--- config.mk ---
export PLATFORM = sky130hd
export DESIGN_NAME = cgsc_div_stage
export DESIGN_NICKNAME = d
export VERILOG_FILES = /design/src/rtl/cgsc_pkg.sv /design/src/rtl/cgsc_div_stage.sv
export SDC_FILE = /design/constraint.sdc
export NUM_CORES = 1
export LEC_CHECK = 0
export BUFFER_PORTS_ARGS = -buffer_cell sky130_fd_sc_hd__clkbuf_2
export CAP_MARGIN = 20
export CORE_MARGIN = 3
export CORE_UTILIZATION = 45
export DETAILED_ROUTE_END_ITERATION = 10
export GPL_TIMING_DRIVEN = 0
export PLACE_DENSITY = 0.78
export SETUP_SLACK_MARGIN = 0.15
export SYNTH_ARGS = -nofsm -noshare
export SYNTH_HDL_FRONTEND = slang
export SYNTH_SLANG_ARGS = --single-unit
--- constraint.sdc ---
create_clock -name clock -period 9.7 [get_ports clock]
set_clock_uncertainty 0.05 [all_clocks]
set_input_delay 0 -clock clock [delete_from_list [all_inputs] [get_ports clock]]
set_output_delay 0 -clock clock [all_outputs]
set_load 0.02 [all_outputs]
--- src/rtl/cgsc_pkg.sv ---
// Shared types, constants and the divider step function of the skin classifier.
package cgsc_pkg;

   localparam int NumChan = 3;
   localparam int PixW = 8;
   localparam int DenW = 10;
   localparam int ChromaW = 16;
   localparam int MeanW = 16;
   localparam int WeightW = 24;
   localparam int LimitW = 16;
   localparam int SqW = 2 * ChromaW;
   localparam int TermW = SqW + WeightW;
   localparam int SumW = TermW + 2;
   localparam int FracDrop = 32;
   localparam int DistHiW = SumW - FracDrop;
   localparam int QuoBitsPerStage = 4;
   localparam int DivStages = ChromaW / QuoBitsPerStage;
   localparam int CsrIndexW = 3;
   localparam int CsrDataW = 24;

   localparam int ChanRed = 0;
   localparam int ChanGreen = 1;
   localparam int ChanBlue = 2;

   localparam logic [1:0] PairRedGreen = 2'd0;
   localparam logic [1:0] PairRedBlue = 2'd1;
   localparam logic [1:0] PairAll = 2'd2;

   localparam logic [PixW-1:0] MaskSkin = 8'd255;
   localparam logic [PixW-1:0] MaskOther = 8'd0;
   localparam logic [LimitW-1:0] DistMax = 16'hFFFF;

   typedef enum logic [CsrIndexW-1:0] {
      CSR_PAIR_MODE = 3'd0,
      CSR_RED_MEAN = 3'd1,
      CSR_GREEN_MEAN = 3'd2,
      CSR_BLUE_MEAN = 3'd3,
      CSR_RED_WEIGHT = 3'd4,
      CSR_GREEN_WEIGHT = 3'd5,
      CSR_BLUE_WEIGHT = 3'd6,
      CSR_DIST_LIMIT = 3'd7
   } csr_index_type;

   typedef struct packed {
      logic [1:0] pair_mode;
      logic [NumChan-1:0][MeanW-1:0] mean;
      logic [NumChan-1:0][WeightW-1:0] weight;
      logic [LimitW-1:0] distance_limit;
   } cfg_type;

   typedef struct packed {
      logic [DenW-1:0] rem;
      logic [ChromaW-1:0] quo;
   } div_lane_type;

   typedef struct packed {
      logic valid;
      logic [DenW-1:0] denom;
      div_lane_type [NumChan-1:0] lane;
   } div_data_type;

   // Restoring division, a few quotient bits per call. The remainder always
   // stays below the divisor, so doubling it never needs more than one extra bit.
   function automatic div_lane_type div_steps(input div_lane_type lane,
                                              input logic [DenW-1:0] denom);
      div_lane_type res;
      logic [DenW:0] wide;
      res = lane;
      for (int k = 0; k < QuoBitsPerStage; k++) begin
         wide = {res.rem, 1'b0};
         if (wide >= {1'b0, denom}) begin
            wide = wide - {1'b0, denom};
            res.rem = wide[DenW-1:0];
            res.quo = {res.quo[ChromaW-2:0], 1'b1};
         end else begin
            res.rem = wide[DenW-1:0];
            res.quo = {res.quo[ChromaW-2:0], 1'b0};
         end
      end
      return res;
   endfunction

endpackage

--- src/rtl/cgsc_div_stage.sv ---
// One pipelined divider stage: four quotient bits for each of the three channels.
module cgsc_div_stage
   import cgsc_pkg::*;
(
   input  logic         clock,
   input  logic         reset,
   input  logic         en,
   input  div_data_type prev_stage,
   output div_data_type next_stage
);

   div_data_type stage_ff;
   div_data_type stage_in;

   always_comb begin
      stage_in = prev_stage;
      for (int c = 0; c < NumChan; c++) begin
         stage_in.lane[c] = div_steps(prev_stage.lane[c], prev_stage.denom);
      end
   end

   always_ff @(posedge clock) begin
      if (reset) begin
         stage_ff.valid <= 1'b0;
      end else if (en) begin
         stage_ff.valid <= stage_in.valid;
      end
      if (en) begin
         stage_ff.denom <= stage_in.denom;
         stage_ff.lane <= stage_in.lane;
      end
   end

   assign next_stage = stage_ff;

   // A partial remainder at or above the divisor means a quotient bit was lost.
   a_rem_below_denom: assert property (@(posedge clock) disable iff (reset)
      stage_ff.valid |-> (stage_ff.lane[ChanRed].rem < stage_ff.denom) &&
                         (stage_ff.lane[ChanGreen].rem < stage_ff.denom) &&
                         (stage_ff.lane[ChanBlue].rem < stage_ff.denom))
      else $error("divider remainder not below divisor");

endmodule

==> flow_summary.json <==
{
  "pre_cts_slack_ns": -0.984,
  "numCtsBuffers": 9,
  "power.share.switching_pct": 45.9,
  "wirelength_mm": 25.4,
  "track_usage_pct": 22.1,
  "die_h_um": 147,
  "fp.dieW_um": 147,
  "yosysSeqAreaShare_pct": 29.8,
  "comb_power_share_pct": 73.5,
  "irDropWorstVdd_mv": 0.272,
  "min_period_ns": 9.08,
  "grt_max_degree": 64,
  "netlist_instances": 950,
  "htreeDepth": 3,
  "ant_nets": 0,
  "tightestPinTransition_ns": 0.776,
  "status": "finished clean",
  "clock.fmax_mhz": 110,
  "drc_errors": 0,
  "p_leak_nw": 5.04,
  "p_sw_mw": 1.78,
  "drv_slew": 0,
  "drive_gt1_share_pct": 25.8,
  "required_ns": 9.76,
  "cts_buffer_depth": 2,
  "yosysWarnings": 0,
  "min_to": "next_stage[78]",
  "synth_cell_type_count": 70,
  "post-route-period-util_pct": 93.6,
  "final_core_util_pct": 59.2,
  "reg2regPathDepth": 3,
  "slowest_delay_ns": 0.39,
  "synth.cell_area_um2": 8930,
  "cap_viol_max_count": 0,
  "finalNetCount": 1420,
  "ys.flop_type": "edfxtp_1",
  "cts_tree": "done",
  "postSynthAreaPerCell_um2": 9.40,
  "synth-seq-cells": 89,
  "slew_headroom_pct": 48.2,
  "place_hpwl_mm": 18.1,
  "first_iter_violations": 606,
  "async_flop_share_pct": 0,
  "dieArea_um2": 21600,
  "cts.sinks": 89,
  "powerDensity_nw_per_um2": 342,
  "r2r_start": "next_stage[88]",
  "grt_pass1_vias": 7899,
  "r2r_end": "next_stage[88]",
  "setup_viol": 0,
  "cp_max_fo": 10,
  "syn_to_final_growth_pct": 26.5,
  "gp_congestion": 0.893,
  "pwr-share-clk_pct": 9.1,
  "cp.arrival_ns": 9.14,
  "worstSetupPathType": "primary input to register",
  "hold_class": "primary input to register",
  "cts_root_buf": "clkbuf_16",
  "antenna_found_initial": 0,
  "gr-total-overflow": 0,
  "clk_latency_ns": 0.35,
  "placementRows": 50,
  "dr.pass1.iters": 5,
  "pin_count": 181,
  "p_int_mw": 2.09,
  "io_buffers": 168,
  "finalWorstSetupSlack_ns": 0.622,
  "hold_viol_final": 0,
  "cp-start-kind": "primary input",
  "wire_per_inst_um": 17.2,
  "num-fill-cells": 1565,
  "rsz0062_at_grt": "false",
  "core_um2": 19100,
  "initial_utilization_pct": 46.8,
  "grt_pass1_wl_mm": 39.2,
  "crit_path_frequent_cell": "ha_1",
  "largest_reg_flops": 89,
  "holdPathStages": 1,
  "seqPwrFrac_pct": 17.4,
  "synth_edf_count": 88,
  "r2r_setup_slack_ns": 8.49,
  "min-delay-start": "prev_stage[78]",
  "routed_via_density": 5.69,
  "synth_nets": 1156,
  "cp-end-kind": "register",
  "clk_pin_slew_worst_paths_ns": 0.08,
  "setup_tns_ns": 0,
  "critPathSlowestCell": "mux2_2",
  "via_count": 8421
}
[how the worst max path moves through the flow]
stage	startpoint	endpoint	slack (ns)
after detailed placement	prev_stage[78]	next_stage[19]	-0.98
after global routing	prev_stage[79]	next_stage[18]	0.08
after CTS	prev_stage[79]	next_stage[19]	0.13
final	prev_stage[79]	next_stage[47]	0.62
after floorplan	prev_stage[79]	next_stage[70]	1.46
after global placement	prev_stage[78]	next_stage[20]	-0.81
[cells in the mapped netlist (3+ instances only)]
| cell type | instances | area share [%] |
|---|---|---|
| a211o_1 | 5 | 0.49 |
| a211oi_1 | 16 | 1.3 |
| a21o_1 | 39 | 3.3 |
| a21oi_1 | 70 | 3.9 |
| a221oi_1 | 3 | 0.29 |
| a31oi_1 | 8 | 0.56 |
| a41oi_1 | 4 | 0.39 |
| and2_1 | 9 | 0.63 |
| and3_1 | 8 | 0.56 |
| and4_1 | 4 | 0.39 |
| buf_1 | 3 | 0.13 |
| buf_2 | 7 | 0.39 |
| clkbuf_1 | 7 | 0.29 |
| edfxtp_1 | 88 | 30 |
| fa_1 | 3 | 0.67 |
| ha_1 | 111 | 16 |
| inv_1 | 39 | 1.6 |
| mux2_2 | 39 | 4.9 |
| mux2_4 | 4 | 0.67 |
| mux2i_1 | 13 | 1.5 |
| nand2_1 | 49 | 2.1 |
| nand2b_1 | 22 | 1.5 |
| nand3_1 | 17 | 0.95 |
| nand3b_1 | 4 | 0.34 |
| nand4_1 | 14 | 0.98 |
| nor2_1 | 73 | 3.1 |
| nor2b_1 | 22 | 1.5 |
| nor3_1 | 23 | 1.3 |
| o211ai_1 | 5 | 0.42 |
| o21a_1 | 23 | 1.9 |
| o21ai_0 | 67 | 3.8 |
| o21bai_1 | 4 | 0.34 |
| o221ai_1 | 4 | 0.39 |
| o22a_1 | 5 | 0.49 |
| o31a_1 | 6 | 0.59 |
| o31ai_1 | 6 | 0.50 |
| o41ai_1 | 3 | 0.29 |
| or2_2 | 5 | 0.35 |
| or3_1 | 5 | 0.35 |
| or4_1 | 3 | 0.25 |
| xnor2_1 | 48 | 4.7 |
| xor2_1 | 28 | 2.7 |
[repair_timing]
item / CTS / global route
endpoints found under the hold margin: 45 / 1
hold buffers: 46 / 1
resized for setup: 8 / 28
buffers inserted: 0 / 37
pin swaps: 0 / 3
endpoints found under the setup margin: 26 / 33
[final cells by class]
type                       count  area [um2]  share of cell area, %
timing repair buffer         253        1620                   14.4
multi-input combinational    802        6110                   54.1
clock inverter                 7        72.6                  0.643
clock buffer                   9         225                   1.99
sequential                    89        2660                   23.6
buffer                        18        91.3                  0.809
inverter                      41         180                   1.60
tap                          260         325                   2.88
antenna                        1        2.50                 0.0222
[metrics by stage]
step / hold slack, ns / power [mW] / instances / instance area [um2]
floorplan: 0.0224 / 2.77 / 950 / 8930
global placement: 0.111 / 3.30 / 1378 / 10100
detailed placement: 0.121 / 3.33 / 1379 / 10100
CTS: 0.0412 / 3.75 / 1441 / 10900
global route: 0.0526 / 4.15 / 1479 / 11300
finish: 0.0691 / 3.86 / 1480 / 11300
[power groups by stage]
| stage | Sequential, mW | Clock, mW | Combinational [mW] |
|---|---|---|---|
| 2_1_floorplan | 0.803 | 0 | 1.97 |
| 3_3_place_gp | 0.680 | 0 | 2.62 |
| 3_5_place_dp | 0.678 | 0 | 2.66 |
| 4_1_cts | 0.672 | 0.356 | 2.72 |
| 5_1_grt | 0.680 | 0.376 | 3.10 |
| 6_report | 0.672 | 0.351 | 2.84 |
[per-layer routing]
metal / wire, um / vias to the layer above / GRT usage, %
li1: - / 4123 / -
met1: 11000 / 3955 / 28.2
met2: 12300 / 300 / 38.2
met3: 1500 / 43 / 4.13
met4: 639 / 0 / 6.82
met5: 0 / - / 0
[critical path: cells and delay by family]
kind,cells,cell delay [ns]
buf+inv,8,1.60
mux,4,1.34
simple gates,9,1.63
compound gates,14,3.23
fa+ha+maj,4,1.33
[cells by family (layout without fill, tap and decap cells)]
group / after synthesis / after routing / synth area share (%)
XOR/XNOR: 76 / 76 / 7.46
flip-flops: 89 / 89 / 29.8
adder cells (fa/ha/maj): 114 / 114 / 16.2
AO/OA/AOI/OAI: 291 / 291 / 21.8
multiplexers: 58 / 58 / 7.36
AND/OR/NAND/NOR: 263 / 263 / 14.7
buffers and inverters: 59 / 328 / 2.62
other: 0 / 1 / 0
[layout by cell type (no fill, tap or decap), types with 6 or more instances in the layout]
cell type / instances
nand2b_1: 22
a211oi_1: 16
o31a_1: 6
edfxtp_1: 88
ha_1: 111
buf_4: 38
a31oi_1: 6
o21a_1: 23
clkbuf_2: 169
a21oi_1: 69
o31ai_1: 6
xor2_1: 28
xnor2_1: 48
and3_1: 8
mux2i_1: 13
clkinvlp_4: 8
inv_1: 33
nand4_1: 14
and2_1: 9
clkbuf_16: 9
nand3_1: 17
mux2_2: 39
a21o_1: 39
buf_2: 7
nor3_1: 23
nor2b_1: 22
nand2_1: 48
o21ai_0: 62
dlygate4sd3_1: 47
nor2_1: 72
(Power assumes the default switching activity.)
