[src/rtl/cgsc_pkg.sv]
// Shared types, constants and the divider step function of the skin classifier.
package cgsc_pkg;

   localparam int NumChan = 3;
   localparam int PixW = 8;
   localparam int DenW = 10;
   localparam int ChromaW = 16;
   localparam int MeanW = 16;
   localparam int WeightW = 24;
   localparam int LimitW = 16;
   localparam int SqW = 2 * ChromaW;
   localparam int TermW = SqW + WeightW;
   localparam int SumW = TermW + 2;
   localparam int FracDrop = 32;
   localparam int DistHiW = SumW - FracDrop;
   localparam int QuoBitsPerStage = 4;
   localparam int DivStages = ChromaW / QuoBitsPerStage;
   localparam int CsrIndexW = 3;
   localparam int CsrDataW = 24;

   localparam int ChanRed = 0;
   localparam int ChanGreen = 1;
   localparam int ChanBlue = 2;

   localparam logic [1:0] PairRedGreen = 2'd0;
   localparam logic [1:0] PairRedBlue = 2'd1;
   localparam logic [1:0] PairAll = 2'd2;

   localparam logic [PixW-1:0] MaskSkin = 8'd255;
   localparam logic [PixW-1:0] MaskOther = 8'd0;
   localparam logic [LimitW-1:0] DistMax = 16'hFFFF;

   typedef enum logic [CsrIndexW-1:0] {
      CSR_PAIR_MODE = 3'd0,
      CSR_RED_MEAN = 3'd1,
      CSR_GREEN_MEAN = 3'd2,
      CSR_BLUE_MEAN = 3'd3,
      CSR_RED_WEIGHT = 3'd4,
      CSR_GREEN_WEIGHT = 3'd5,
      CSR_BLUE_WEIGHT = 3'd6,
      CSR_DIST_LIMIT = 3'd7
   } csr_index_type;

   typedef struct packed {
      logic [1:0] pair_mode;
      logic [NumChan-1:0][MeanW-1:0] mean;
      logic [NumChan-1:0][WeightW-1:0] weight;
      logic [LimitW-1:0] distance_limit;
   } cfg_type;

   typedef struct packed {
      logic [DenW-1:0] rem;
      logic [ChromaW-1:0] quo;
   } div_lane_type;

   typedef struct packed {
      logic valid;
      logic [DenW-1:0] denom;
      div_lane_type [NumChan-1:0] lane;
   } div_data_type;

   // Restoring division, a few quotient bits per call. The remainder always
   // stays below the divisor, so doubling it never needs more than one extra bit.
   function automatic div_lane_type div_steps(input div_lane_type lane,
                                              input logic [DenW-1:0] denom);
      div_lane_type res;
      logic [DenW:0] wide;
      res = lane;
      for (int k = 0; k < QuoBitsPerStage; k++) begin
         wide = {res.rem, 1'b0};
         if (wide >= {1'b0, denom}) begin
            wide = wide - {1'b0, denom};
            res.rem = wide[DenW-1:0];
            res.quo = {res.quo[ChromaW-2:0], 1'b1};
         end else begin
            res.rem = wide[DenW-1:0];
            res.quo = {res.quo[ChromaW-2:0], 1'b0};
         end
      end
      return res;
   endfunction

endpackage

[src/rtl/cgsc_csr.sv]
// Configuration register file of the skin classifier.
module cgsc_csr
   import cgsc_pkg::*;
(
   input  logic                 clock,
   input  logic                 reset,
   input  logic                 wr_en,
   input  logic [CsrIndexW-1:0] wr_index,
   input  logic [CsrDataW-1:0]  wr_data,
   output cfg_type              cfg
);

   cfg_type cfg_ff;
   cfg_type cfg_in;

   always_comb begin
      cfg_in = cfg_ff;
      if (wr_en) begin
         case (csr_index_type'(wr_index))
            CSR_PAIR_MODE:    cfg_in.pair_mode = wr_data[1:0];
            CSR_RED_MEAN:     cfg_in.mean[ChanRed] = wr_data[MeanW-1:0];
            CSR_GREEN_MEAN:   cfg_in.mean[ChanGreen] = wr_data[MeanW-1:0];
            CSR_BLUE_MEAN:    cfg_in.mean[ChanBlue] = wr_data[MeanW-1:0];
            CSR_RED_WEIGHT:   cfg_in.weight[ChanRed] = wr_data[WeightW-1:0];
            CSR_GREEN_WEIGHT: cfg_in.weight[ChanGreen] = wr_data[WeightW-1:0];
            CSR_BLUE_WEIGHT:  cfg_in.weight[ChanBlue] = wr_data[WeightW-1:0];
            CSR_DIST_LIMIT:   cfg_in.distance_limit = wr_data[LimitW-1:0];
            default:          cfg_in = cfg_ff;
         endcase
      end
   end

   always_ff @(posedge clock) begin
      if (reset) begin
         cfg_ff <= '{pair_mode: PairAll, mean: '0, weight: '0, distance_limit: '0};
      end else begin
         cfg_ff <= cfg_in;
      end
   end

   assign cfg = cfg_ff;

endmodule

[config.mk]
export PLATFORM = sky130hd
export DESIGN_NAME = cgsc_csr
export DESIGN_NICKNAME = d
export VERILOG_FILES = /design/src/rtl/cgsc_pkg.sv /design/src/rtl/cgsc_csr.sv
export SDC_FILE = /design/constraint.sdc
export NUM_CORES = 1
export LEC_CHECK = 0
export ABC_AREA = 1
export BUFFER_PORTS_ARGS = -buffer_cell sky130_fd_sc_hd__buf_4
export CAP_MARGIN = 20
export CORE_MARGIN = 2
export CORE_UTILIZATION = 25
export DETAILED_ROUTE_END_ITERATION = 12
export GPL_TIMING_DRIVEN = 0
export SYNTH_ARGS = -nofsm -noshare
export SYNTH_HDL_FRONTEND = slang
export SYNTH_SLANG_ARGS = --single-unit
[constraint.sdc]
create_clock -name clock -period 1.25 [get_ports clock]
set_clock_uncertainty 0.05 [all_clocks]
set_input_delay 0.25 -clock clock [delete_from_list [all_inputs] [get_ports clock]]
set_output_delay 0.25 -clock clock [all_outputs]
set_load 0.05 [all_outputs]
==> key figures, run 1 <==
Outcome
  – Status: complete, no violations

STA
  – Transition time at the pin with the least slew margin: 0.5311 ns
  – Maximum operating frequency: 0.8058 GHz
  – Final Hold Vio Count: 0
  – Max-slew violation count: 0
  – RSZ-0062 raised after global routing: yes
  – Final Hold Slack: 0.1410 ns
  – Crit share post-route: 0.9928
  – Min Tclk post-route: 1.241 ns
  – Setup violation total in the final timing report: 0
  – Max transition margin: 0.6460

Worst setup path
  – CP Max Fanout: 2
  – Critical Path RT: 0.95 ns
  – Capturing element type of the critical path: output pin
  – Delay of the slowest cell on the worst path: 0.36 ns
  – Worst EP arrival: 0.94 ns
  – Worst Path Class, Setup: reg2out
  – Total buffers and inverters traversed by the critical path: 1
  – List of cells traversed by the critical path: buf_8
  – CP Launch Type: register
  – Max stage delay cell, worst path: sky130_fd_sc_hd__dfxtp_2
  – Family with the most delay on the worst path: flip-flops

Floorplan
  – Initial standard-cell utilization of the core: 0.2528
  – Width of the die: 151.9 um
  – Top-level port count: 168
  – Die area: 0.02306 mm^2
  – Vert. Die Dim: 151.9 um
  – # rows: 54
  – Core footprint: 0.02162 mm^2

Layout
  – Filler instances: 2,306
  – Growth of design area from synthesis to finish: 55.80%
  – Layout cells sized above 1: 0.3848
  – End-of-flow core utilization: 0.3939
  – Final #Nets: 1,008
  – Finished Layout Cells: 1,271
  – Final design instance area without fill: 0.008517 mm^2
  – Max FFs per register: 138

Detailed routing
  – Via density per instance: 4.375
  – Routed WL: 19,920 um
  – Number of remaining DRC errors: 0
  – Number of nets with antenna violations after routing: 0
  – Count of routing violations after the opening detailed-route iteration: 381
  – Via count: 5,561
  – Iteration count of the initial detailed-routing pass: 5
  – Routed wire per std cell: 15.67 um

Placement
  – Input/output buffers: 167
  – Cell area after placement: 0.007071 mm^2
  – Inst Count DP: 1,236
  – Detailed placement HPWL: 14,310 um
  – GPL Wtd Cong: 0.8085

Power
  – Power Dens Cells: 1392 mW/mm^2
  – Leakage power total: 3.837 nW
  – Worst-case vdd ir drop: 595.6 uV
  – Total power: 11.86 mW

Synth
  – Cell type contributing the most total cell area after synthesis: sky130_fd_sc_hd__dfxtp_1
  – Number of instances in the synthesized netlist: 789
  – Number of nets produced by synthesis: 819
  – YS warnings: 0
  – Proportion of synthesized chip area in sequential cells: 0.5054
  – Flip-flop and latch count after synthesis: 138
  – Synthesized cell area: 0.005466 mm^2
  – Synth top area share: 0.5054
  – Largest cells by area after synthesis: sky130_fd_sc_hd__dfxtp_1 (51%), sky130_fd_sc_hd__nor2_1 (19%), sky130_fd_sc_hd__nand3_1 (11%)
  – Netlist cell types: 13
  – Mean instance size in the synthesized netlist: 6.928 um^2

Global route
  – Wire length of the first global-routing pass: 29,990 um
  – Number of global-route vias before repair: 5,164
  – Gr usage total: 0.1702
  – Number of antenna violations at the first check in global routing: 1
  – Sum of overflow across all layers after global routing: 0
  – Pin count of the biggest net entering global routing: 17

Run
  – Max Cap Violations: 0

Clocking
  – Cell at the root of the clock tree: sky130_fd_sc_hd__clkbuf_16
  – Cts bufs inserted: 17
  – Clock tree from TritonCTS: done
  – Clock-pin slew on the worst setup and hold paths: 0.06 ns
  – Number of buffers on the longest clock path: 2
  – Maximum level of the CTS H-tree: 4
  – Count of clock tree sinks: 138
  – Clock insertion delay at the later pin of the skew report: 0.42 ns

Worst hold path
  – Path class of the lowest-slack min-delay path: in2reg
[power breakdown]
part / internal (mW) / switching (mW)
registers: 4.58 / 0.118
logic: 0.597 / 1.21
clock network: 3.38 / 1.97
[worst paths after layout]
check	start	to	slack (ns)	cells after the start
max	cfg[21]	cfg[21]	0.009	1
min	wr_data[23]	cfg[39]	0.14	5
max reg2reg	cfg[68]	cfg[68]	0.49	3
min reg2reg	cfg[26]	cfg[26]	0.43	2
[stage by stage]
stage	setup TNS, ns	setup slack [ns]
after global placement	-18.46	-0.3272
final	0	0.009050
after CTS	-0.006018	-0.002102
after floorplan	0	0.1799
after global routing	-0.08159	-0.01413
after detailed placement	-19.07	-0.2946
[cell type report]
class | instances | area (um^2) | share of cell area
antenna | 1 | 2.502 | 0.0002938
buffer | 50 | 254.0 | 0.02982
clock buffer | 20 | 446.7 | 0.05245
clock inverter | 11 | 170.2 | 0.01998
inverter | 31 | 120.1 | 0.01410
multi-input combinational | 570 | 2335 | 0.2741
sequential | 138 | 2940 | 0.3452
tap | 280 | 350.3 | 0.04113
timing repair buffer | 170 | 1898 | 0.2229
[layer usage]
metal  GRT usage  vias up  routed length, um
li1            -     2824                  -
met1      0.2012     2541               8313
met3     0.05220       32               1331
met5           0        -                  0
met4     0.06631        0                514
met2      0.2891      164               9759
[cell usage after synthesis]
cell type / n
sky130_fd_sc_hd__inv_1: 29
sky130_fd_sc_hd__clkbuf_1: 2
sky130_fd_sc_hd__buf_4: 8
sky130_fd_sc_hd__nand2_1: 161
sky130_fd_sc_hd__nor2_4: 4
sky130_fd_sc_hd__buf_1: 12
sky130_fd_sc_hd__nor2_2: 4
sky130_fd_sc_hd__nand3_1: 122
sky130_fd_sc_hd__buf_2: 28
sky130_fd_sc_hd__nand2_2: 1
sky130_fd_sc_hd__nor2_1: 278
sky130_fd_sc_hd__dfxtp_1: 138
sky130_fd_sc_hd__inv_2: 2
[cell families (layout without fill, tap and decap cells)]
| group | Yosys count | after routing | share of synthesized area |
|---|---|---|---|
| other cells | 0 | 1 | 0 |
| flops | 138 | 138 | 0.5054 |
| simple gates | 570 | 570 | 0.4271 |
| buf+inv | 81 | 282 | 0.06752 |
[placed cells by master (no fill, tap or decap), types with 2 or more instances in the layout]
| cell | count |
|---|---|
| sky130_fd_sc_hd__nand2_1 | 161 |
| sky130_fd_sc_hd__nand3_1 | 122 |
| sky130_fd_sc_hd__buf_1 | 11 |
| sky130_fd_sc_hd__clkbuf_1 | 4 |
| sky130_fd_sc_hd__dfxtp_2 | 130 |
| sky130_fd_sc_hd__buf_4 | 39 |
| sky130_fd_sc_hd__nor2_4 | 4 |
| sky130_fd_sc_hd__buf_8 | 27 |
| sky130_fd_sc_hd__clkbuf_16 | 17 |
| sky130_fd_sc_hd__buf_2 | 28 |
| sky130_fd_sc_hd__buf_6 | 111 |
| sky130_fd_sc_hd__nor2_2 | 4 |
| sky130_fd_sc_hd__clkinvlp_4 | 4 |
| sky130_fd_sc_hd__inv_1 | 28 |
| sky130_fd_sc_hd__dfxtp_4 | 4 |
| sky130_fd_sc_hd__bufinv_16 | 4 |
| sky130_fd_sc_hd__nor2_1 | 278 |
| sky130_fd_sc_hd__inv_2 | 2 |
| sky130_fd_sc_hd__clkinv_2 | 2 |
| sky130_fd_sc_hd__dfxtp_1 | 4 |
[what timing repair did]
item                                    CTS  global route
pin swaps                                 0             0
endpoints found under the hold margin     1             0
gates resized for setup                 252            53
buffers inserted                          0             2
hold buffers                              1             0
endpoints found under the setup margin  138            63
No activity file was read; power rests on OpenSTA's default activity.
==> run 2: changes to the inputs <==
--- a/config.mk
+++ b/config.mk
@@ -5,7 +5,6 @@
 export SDC_FILE = /design/constraint.sdc
 export NUM_CORES = 1
 export LEC_CHECK = 0
-export ABC_AREA = 1
 export BUFFER_PORTS_ARGS = -buffer_cell sky130_fd_sc_hd__buf_4
 export CAP_MARGIN = 20
 export CORE_MARGIN = 2
==> run 2 against run 1 <==
Compared with the run above:
- total power shrank 11%
- register-to-register slack hardly changed
- combinational power down 35%
- synthesized cell count down 38%
- wire length is 12% lower
- worst hold slack got worse by 0.063 ns
- synthesized area rose by 1.0%
==> key figures, run 2 <==
Placement
  – Cell area after placement: 0.007089 mm^2 (was 0.007071 mm^2)
  – Input/output buffers: 162 (was 167)
  – Detailed placement HPWL: 12,170 um (was 14,310 um)
  – GPL Wtd Cong: 0.7228 (was 0.8085)

Clocking
  – Maximum level of the CTS H-tree: 4 (unchanged)
  – Cell at the root of the clock tree: sky130_fd_sc_hd__clkbuf_16 (unchanged)
  – Clock-pin slew on the worst setup and hold paths: 0.06 ns (about the same)
  – Clock tree from TritonCTS: done (unchanged)
  – Number of buffers on the longest clock path: 2 (unchanged)
  – Count of clock tree sinks: 138 (unchanged)
  – Hold bufs inserted after CTS: 0 (was 1)
  – Cts bufs inserted: 17 (unchanged)
  – Clock insertion delay at the later pin of the skew report: 0.42 ns (about the same)

Synth
  – Xor/xnor share of the synthesized area: 0 (unchanged)
  – Largest cells by area after synthesis: sky130_fd_sc_hd__dfxtp_1 (50%), sky130_fd_sc_hd__mux2i_1 (25%), sky130_fd_sc_hd__nand2b_1 (18%) (was sky130_fd_sc_hd__dfxtp_1 (51%), sky130_fd_sc_hd__nor2_1 (19%), sky130_fd_sc_hd__nand3_1 (11%))
  – Top cells by instance count after synthesis: sky130_fd_sc_hd__nand2b_1 (161), sky130_fd_sc_hd__dfxtp_1 (138), sky130_fd_sc_hd__mux2i_1 (138) (was sky130_fd_sc_hd__nor2_1 (278), sky130_fd_sc_hd__nand2_1 (161), sky130_fd_sc_hd__dfxtp_1 (138))
  – Synthesized cell area: 0.005523 mm^2 (was 0.005466 mm^2)
  – YS warnings: 0 (unchanged)
  – EDFF count, synth: 0 (unchanged)
  – Number of nets produced by synthesis: 517 (was 819)
  – Largest family of logic cells by synthesized area: multiplexers (was simple AND/OR/NAND/NOR gates)
  – Compound-gate portion of the synthesized area: 0 (unchanged)
  – Top-count cell post-synth: sky130_fd_sc_hd__nand2b_1 (was sky130_fd_sc_hd__nor2_1)
  – Mux contribution to synthesized area: 0.2501 (was 0)
  – Share of flip-flops with an asynchronous set or reset after synthesis: 0 (unchanged)
  – Number of instances in the synthesized netlist: 487 (was 789)
  – Mean instance size in the synthesized netlist: 11.34 um^2 (was 6.928 um^2)
  – Synth top area share: 0.5002 (was 0.5054)
  – Proportion of synthesized chip area in sequential cells: 0.5002 (was 0.5054)
  – Most frequently used flop master after synthesis: sky130_fd_sc_hd__dfxtp_1 (unchanged)
  – Cell type contributing the most total cell area after synthesis: sky130_fd_sc_hd__dfxtp_1 (unchanged)
  – Post-synthesis simple-gate area fraction: 0.2037 (was 0.4271)
  – Flip-flop and latch count after synthesis: 138 (unchanged)
  – Adder-cell area share of the yosys netlist: 0 (unchanged)
  – Netlist cell types: 15 (was 13)

Detailed routing
  – Iteration count of the initial detailed-routing pass: 4 (was 5)
  – Count of routing violations after the opening detailed-route iteration: 116 (was 381)
  – Routed wire per std cell: 18.07 um (was 15.67 um)
  – Routed WL: 17,500 um (was 19,920 um)
  – Via density per instance: 4.235 (was 4.375)
  – Via count: 4,099 (was 5,561)
  – Number of remaining DRC errors: 0 (unchanged)
  – Number of nets with antenna violations after routing: 0 (unchanged)

Power
  – Sequential Power Share: 0.432 (was 0.396)
  – Net switching component of the power: 2.752 mW (was 3.304 mW)
  – Clock Power Share: 0.456 (was 0.452)
  – Switching fraction of total power: 0.2593 (was 0.2786)
  – Internal cell power: 7.861 mW (was 8.555 mW)
  – Leakage power total: 4.016 nW (was 3.837 nW)
  – Worst-case vdd ir drop: 884.4 uV (was 595.6 uV)
  – Power Dens Cells: 1244 mW/mm^2 (was 1392 mW/mm^2)
  – Combinational share of power: 0.112 (was 0.152)

Worst setup path
  – Capturing element type of the critical path: output pin (unchanged)
  – List of cells traversed by the critical path: buf_8 (unchanged)
  – Number of cells on the worst reg-to-reg path: 3 (unchanged)
  – Delay of the slowest cell on the worst path: 0.36 ns (about the same)
  – Source of the critical timing path: cfg[77] (was cfg[21])
  – Max stage delay cell, worst path: sky130_fd_sc_hd__dfxtp_2 (unchanged)
  – Number of stages on the worst setup path: 1 (unchanged)
  – Worst Path Class, Setup: reg2out (unchanged)
  – Total buffers and inverters traversed by the critical path: 1 (unchanged)
  – CP Launch Type: register (unchanged)
  – Critical Path RT: 0.95 ns (about the same)
  – CP Max Fanout: 2 (unchanged)
  – Family with the most delay on the worst path: flip-flops (unchanged)
  – Worst EP arrival: 0.93 ns (was 0.94 ns)
  – Worst R2R Setup Slack: 0.48 ns (was 0.49 ns)
  – Reg-to-reg critical path endpoint: cfg[2] (was cfg[68])
  – Source of the worst register-to-register timing path: cfg[2] (was cfg[68])

Worst hold path
  – Cell count of the worst hold path: 3 (was 5)
  – Worst hold start: wr_data[1] (was wr_data[23])
  – Endpoint of the worst hold-timing path: cfg[137] (was cfg[39])
  – Path class of the lowest-slack min-delay path: in2reg (unchanged)

Layout
  – Top library cells by usage in the layout, fill and taps aside: sky130_fd_sc_hd__nand2b_1 (159), sky130_fd_sc_hd__mux2i_1 (138), sky130_fd_sc_hd__dfxtp_2 (133), sky130_fd_sc_hd__buf_6 (118), sky130_fd_sc_hd__buf_4 (35) (was sky130_fd_sc_hd__nor2_1 (278), sky130_fd_sc_hd__nand2_1 (161), sky130_fd_sc_hd__dfxtp_2 (130), sky130_fd_sc_hd__nand3_1 (122), sky130_fd_sc_hd__buf_6 (111))
  – Growth of design area from synthesis to finish: 54.51% (was 55.80%)
  – Final design instance area without fill: 0.008533 mm^2 (was 0.008517 mm^2)
  – Layout cells sized above 1: 0.5363 (was 0.3848)
  – Max FFs per register: 138 (unchanged)
  – Leading cell type in the layout, fill and taps excluded: sky130_fd_sc_hd__nand2b_1 (was sky130_fd_sc_hd__nor2_1)
  – Antenna fix cells: 0 (was 1)
  – Final #Nets: 706 (was 1,008)

Floorplan
  – Width of the die: 152.6 um (was 151.9 um)
  – Core footprint: 0.02176 mm^2 (was 0.02162 mm^2)
  – # rows: 54 (unchanged)
  – Initial standard-cell utilization of the core: 0.2539 (was 0.2528)
  – Die area: 0.02330 mm^2 (was 0.02306 mm^2)
  – Vert. Die Dim: 152.6 um (was 151.9 um)
  – Top-level port count: 168 (unchanged)

Global route
  – Gr usage total: 0.1489 (was 0.1702)
  – Sum of overflow across all layers after global routing: 0 (unchanged)
  – Number of antenna violations at the first check in global routing: 0 (was 1)
  – Wire length of the first global-routing pass: 26,030 um (was 29,990 um)
  – Number of global-route vias before repair: 4,229 (was 5,164)
  – Pin count of the biggest net entering global routing: 17 (unchanged)

STA
  – Final Hold Slack: 0.07805 ns (was 0.1410 ns)
  – Maximum operating frequency: 0.8155 GHz (was 0.8058 GHz)
  – Crit share post-route: 0.9810 (was 0.9928)
  – RSZ-0062 raised after global routing: yes (unchanged)
  – Max transition margin: 0.5808 (was 0.6460)
  – Setup violation total in the final timing report: 0 (unchanged)
  – Max-slew violation count: 0 (unchanged)
  – Final Hold Vio Count: 0 (unchanged)
  – Min Tclk post-route: 1.226 ns (was 1.241 ns)
  – Transition time at the pin with the least slew margin: 0.6289 ns (was 0.5311 ns)

Outcome
  – Status: complete, no violations (unchanged)

Run
  – Max Cap Violations: 0 (unchanged)
-- run 2: through the flow --
step / util / TNS [ns] / worst slack (ns) / total power, mW / std cells
global placement: 0.3259 / -46.09 / -0.4557 / 5.756 / 929
finish: 0.3922 / 0 / 0.02377 / 10.61 / 968
detailed placement: 0.3259 / -46.80 / -0.4561 / 5.761 / 929
CTS: 0.3826 / 0 / 0.00006251 / 10.73 / 960
floorplan: - / 0 / 0.05107 / 5.362 / 487
global route: 0.3922 / -0.06304 / -0.008873 / 10.99 / 968
-- run 2: layout make-up --
class,count,area (um^2)
plain buffers,39,259.0
repair buffers,170,1907
multi-input cells,310,2511
fillers,2159,13220
flip-flops and latches,138,2944
clock inverters,11,95.09
well taps,280,350.3
clock buffers,20,466.7
-- run 2: cells by family (layout without fill, tap and decap cells) --
kind of cell,after synthesis,count (layout)
buffers and inverters,39,240
flip-flops,138,138
multiplexers,138,138
AND/OR/NAND/NOR,172,172
-- run 2: repair_timing --
action,CTS,global route
setup endpoints to repair,138,125
buffers inserted,0,8
gates resized for setup,256,63
-- run 2: worst max path at each step --
stage,to,slack (ns)
floorplan,cfg[109],0.05
global placement,cfg[91],-0.46
detailed placement,cfg[21],-0.46
CTS,cfg[83],0.00006
global route,cfg[94],-0.009
finish,cfg[77],0.02
-- run 2: layer usage --
metal | part of all wire | GRT usage
met3 | 0.048 | 0.04152
met1 | 0.47 | 0.1932
met4 | 0.024 | 0.05556
met5 | 0 | 0
met2 | 0.46 | 0.2362
-- run 2: power groups by stage --
| stage | combinational (mW) | sequential, mW | clock (mW) |
|---|---|---|---|
| 2_1_floorplan | 0.385 | 4.98 | 0 |
| 3_3_place_gp | 1.11 | 4.65 | 0 |
| 3_5_place_dp | 1.11 | 4.65 | 0 |
| 4_1_cts | 1.18 | 4.58 | 4.98 |
| 5_1_grt | 1.24 | 4.59 | 5.15 |
| 6_report | 1.18 | 4.59 | 4.84 |
-- run 2: tightest hold or removal path, stage by stage --
cell,delay [ns]
sky130_fd_sc_hd__buf_4,0.09
sky130_fd_sc_hd__nor2_1,0.04
sky130_fd_sc_hd__mux2i_1,0.12
==> run 3: changes to the inputs <==
--- a/config.mk
+++ b/config.mk
@@ -11,6 +11,7 @@
 export CORE_UTILIZATION = 25
 export DETAILED_ROUTE_END_ITERATION = 12
 export GPL_TIMING_DRIVEN = 0
+export RECOVER_POWER = 50
 export SYNTH_ARGS = -nofsm -noshare
 export SYNTH_HDL_FRONTEND = slang
 export SYNTH_SLANG_ARGS = --single-unit
==> run 3 against run 2 <==
Compared with the run above:
- sequential power hardly changed
- global-route usage is the same
- worst setup slack worse by 0.0017 ns
- largest power group unchanged
==> key figures, run 3 (same netlist as run 2, synthesis figures left out) <==
Outcome
  – Status: complete, no violations (unchanged)

Layout
  – Filler instances: 2,162 (was 2,159)
  – Top library cells by usage in the layout, fill and taps aside: sky130_fd_sc_hd__nand2b_1 (159), sky130_fd_sc_hd__mux2i_1 (138), sky130_fd_sc_hd__dfxtp_2 (133), sky130_fd_sc_hd__buf_6 (118), sky130_fd_sc_hd__buf_4 (35) (unchanged)
  – Max FFs per register: 138 (unchanged)
  – Growth of design area from synthesis to finish: 54.35% (was 54.51%)
  – Layout cells sized above 1: 0.5363 (unchanged)
  – Final #Nets: 706 (unchanged)
  – Register Area: 0.002944 mm^2 (unchanged)
  – Finished Layout Cells: 968 (unchanged)
  – Antenna fix cells: 0 (unchanged)
  – Multi-input gate area: 0.002502 mm^2 (was 0.002511 mm^2)
  – Leading cell type in the layout, fill and taps excluded: sky130_fd_sc_hd__nand2b_1 (unchanged)

Global route
  – Wire length of the first global-routing pass: 26,030 um (unchanged)
  – Gr usage total: 0.1489 (unchanged)
  – Number of antenna violations at the first check in global routing: 0 (unchanged)
  – Number of global-route vias before repair: 4,229 (unchanged)
  – Pin count of the biggest net entering global routing: 17 (unchanged)
  – Sum of overflow across all layers after global routing: 0 (unchanged)

Detailed routing
  – Count of routing violations after the opening detailed-route iteration: 114 (was 116)
  – Via count: 4,093 (was 4,099)
  – Routed wire per std cell: 18.08 um (was 18.07 um)
  – Number of nets with antenna violations after routing: 0 (unchanged)
  – Iteration count of the initial detailed-routing pass: 4 (unchanged)
  – Via density per instance: 4.228 (was 4.235)
  – Routed WL: 17,500 um (about the same)
  – Number of remaining DRC errors: 0 (unchanged)

STA
  – Crit share post-route: 0.9823 (was 0.9810)
  – Max-slew violation count: 0 (unchanged)
  – Min Tclk post-route: 1.228 ns (was 1.226 ns)
  – Maximum operating frequency: 0.8144 GHz (was 0.8155 GHz)
  – Final Hold Vio Count: 0 (unchanged)
  – Setup violation total in the final timing report: 0 (unchanged)
  – Final Hold Slack: 0.07793 ns (was 0.07805 ns)
  – RSZ-0062 raised after global routing: yes (unchanged)
  – Max transition margin: 0.5787 (was 0.5808)
  – Transition time at the pin with the least slew margin: 0.6320 ns (was 0.6289 ns)

Power
  – Leakage power total: 4.020 nW (was 4.016 nW)
  – Worst-case vdd ir drop: 890.4 uV (was 884.4 uV)
  – Power Dens Cells: 1245 mW/mm^2 (was 1244 mW/mm^2)

Clocking
  – Maximum level of the CTS H-tree: 4 (unchanged)
  – Clock-pin slew on the worst setup and hold paths: 0.06 ns (about the same)
  – Cts bufs inserted: 17 (unchanged)
  – Number of buffers on the longest clock path: 2 (unchanged)
  – Count of clock tree sinks: 138 (unchanged)
  – Cell at the root of the clock tree: sky130_fd_sc_hd__clkbuf_16 (unchanged)
  – Clock tree from TritonCTS: done (unchanged)
  – Clock insertion delay at the later pin of the skew report: 0.42 ns (about the same)

Worst setup path
  – Number of cells on the worst reg-to-reg path: 3 (unchanged)
  – Worst Path Class, Setup: reg2out (unchanged)
  – Number of stages on the worst setup path: 1 (unchanged)
  – Family with the most delay on the worst path: flip-flops (unchanged)
  – CP Max Fanout: 2 (unchanged)
  – List of cells traversed by the critical path: buf_8 (unchanged)
  – Capturing element type of the critical path: output pin (unchanged)
  – Delay of the slowest cell on the worst path: 0.36 ns (about the same)
  – Worst R2R Setup Slack: 0.48 ns (about the same)
  – Critical Path RT: 0.95 ns (about the same)
  – Total buffers and inverters traversed by the critical path: 1 (unchanged)
  – Worst EP arrival: 0.93 ns (about the same)
  – CP Launch Type: register (unchanged)
  – Max stage delay cell, worst path: sky130_fd_sc_hd__dfxtp_2 (unchanged)

Run
  – Max Cap Violations: 0 (unchanged)

Floorplan
  – # rows: 54 (unchanged)
  – Core footprint: 0.02176 mm^2 (unchanged)
  – Die area: 0.02330 mm^2 (unchanged)
  – Initial standard-cell utilization of the core: 0.2539 (unchanged)
  – Top-level port count: 168 (unchanged)
  – Width of the die: 152.6 um (unchanged)
  – Vert. Die Dim: 152.6 um (unchanged)

Placement
  – Detailed placement HPWL: 12,170 um (unchanged)
  – GPL Wtd Cong: 0.7228 (unchanged)
  – Input/output buffers: 162 (unchanged)
  – Inst Count DP: 929 (unchanged)

Worst hold path
  – Path class of the lowest-slack min-delay path: in2reg (unchanged)
  – Cell count of the worst hold path: 3 (unchanged)
==> run 3: changes by cell type in the layout (fill, tap and decap cells not counted), sizes merged <==
cell,before,now
buf,192,190
clkbuf,37,39
==> run 3: area by class of cell <==
type | instances | area share
sequential | 138 | 0.3454
multi-input combinational | 310 | 0.2936
timing repair buffer | 170 | 0.2237
clock buffer | 20 | 0.05475
tap | 280 | 0.04110
buffer | 39 | 0.03038
clock inverter | 11 | 0.01116
==> run 3: final timing paths <==
path,from,to
worst min-delay path,wr_data[1],cfg[137]
worst min register to register,cfg[37],cfg[37]
worst max-delay path,cfg[90],cfg[90]
worst max register to register,cfg[2],cfg[2]
==> run 3: metal layers <==
layer | track usage | vias up | wire length, um
met4 | 0.05556 | 0 | 420
met5 | 0 | - | 0
li1 | - | 1985 | -
met3 | 0.04152 | 29 | 841
met2 | 0.2362 | 118 | 8005
met1 | 0.1932 | 1961 | 8232
==> run 3: through the flow <==
step                power [mW]  utilization  worst slack (ns)  cell area [um^2]  TNS (ns)
floorplan                5.362            -           0.05107              5523         0
finish                   10.61       0.3918           0.02207              8524         0
CTS                      10.73       0.3826        0.00006251              8323         0
global placement         5.756       0.3259           -0.4557              7089    -46.09
global route             10.99       0.3918         -0.008873              8524  -0.06304
detailed placement       5.761       0.3259           -0.4561              7089    -46.80
==> run 3: report_power, final <==
group | total (mW) | internal [mW] | switching, mW | leakage [nW]
clock network | 4.85 | 2.88 | 1.97 | 0.274
logic | 1.18 | 0.476 | 0.705 | 2.56
registers | 4.59 | 4.51 | 0.0775 | 1.18
total | 10.6 | 7.86 | 2.75 | 4.02
==> run 3: repair_timing <==
item / 4_1_cts / 5_1_grt
gates cloned: 0 / 0
hold buffers: 0 / 0
gates resized for setup: 256 / 63
buffers inserted: 0 / 8
endpoints found under the setup margin: 138 / 125
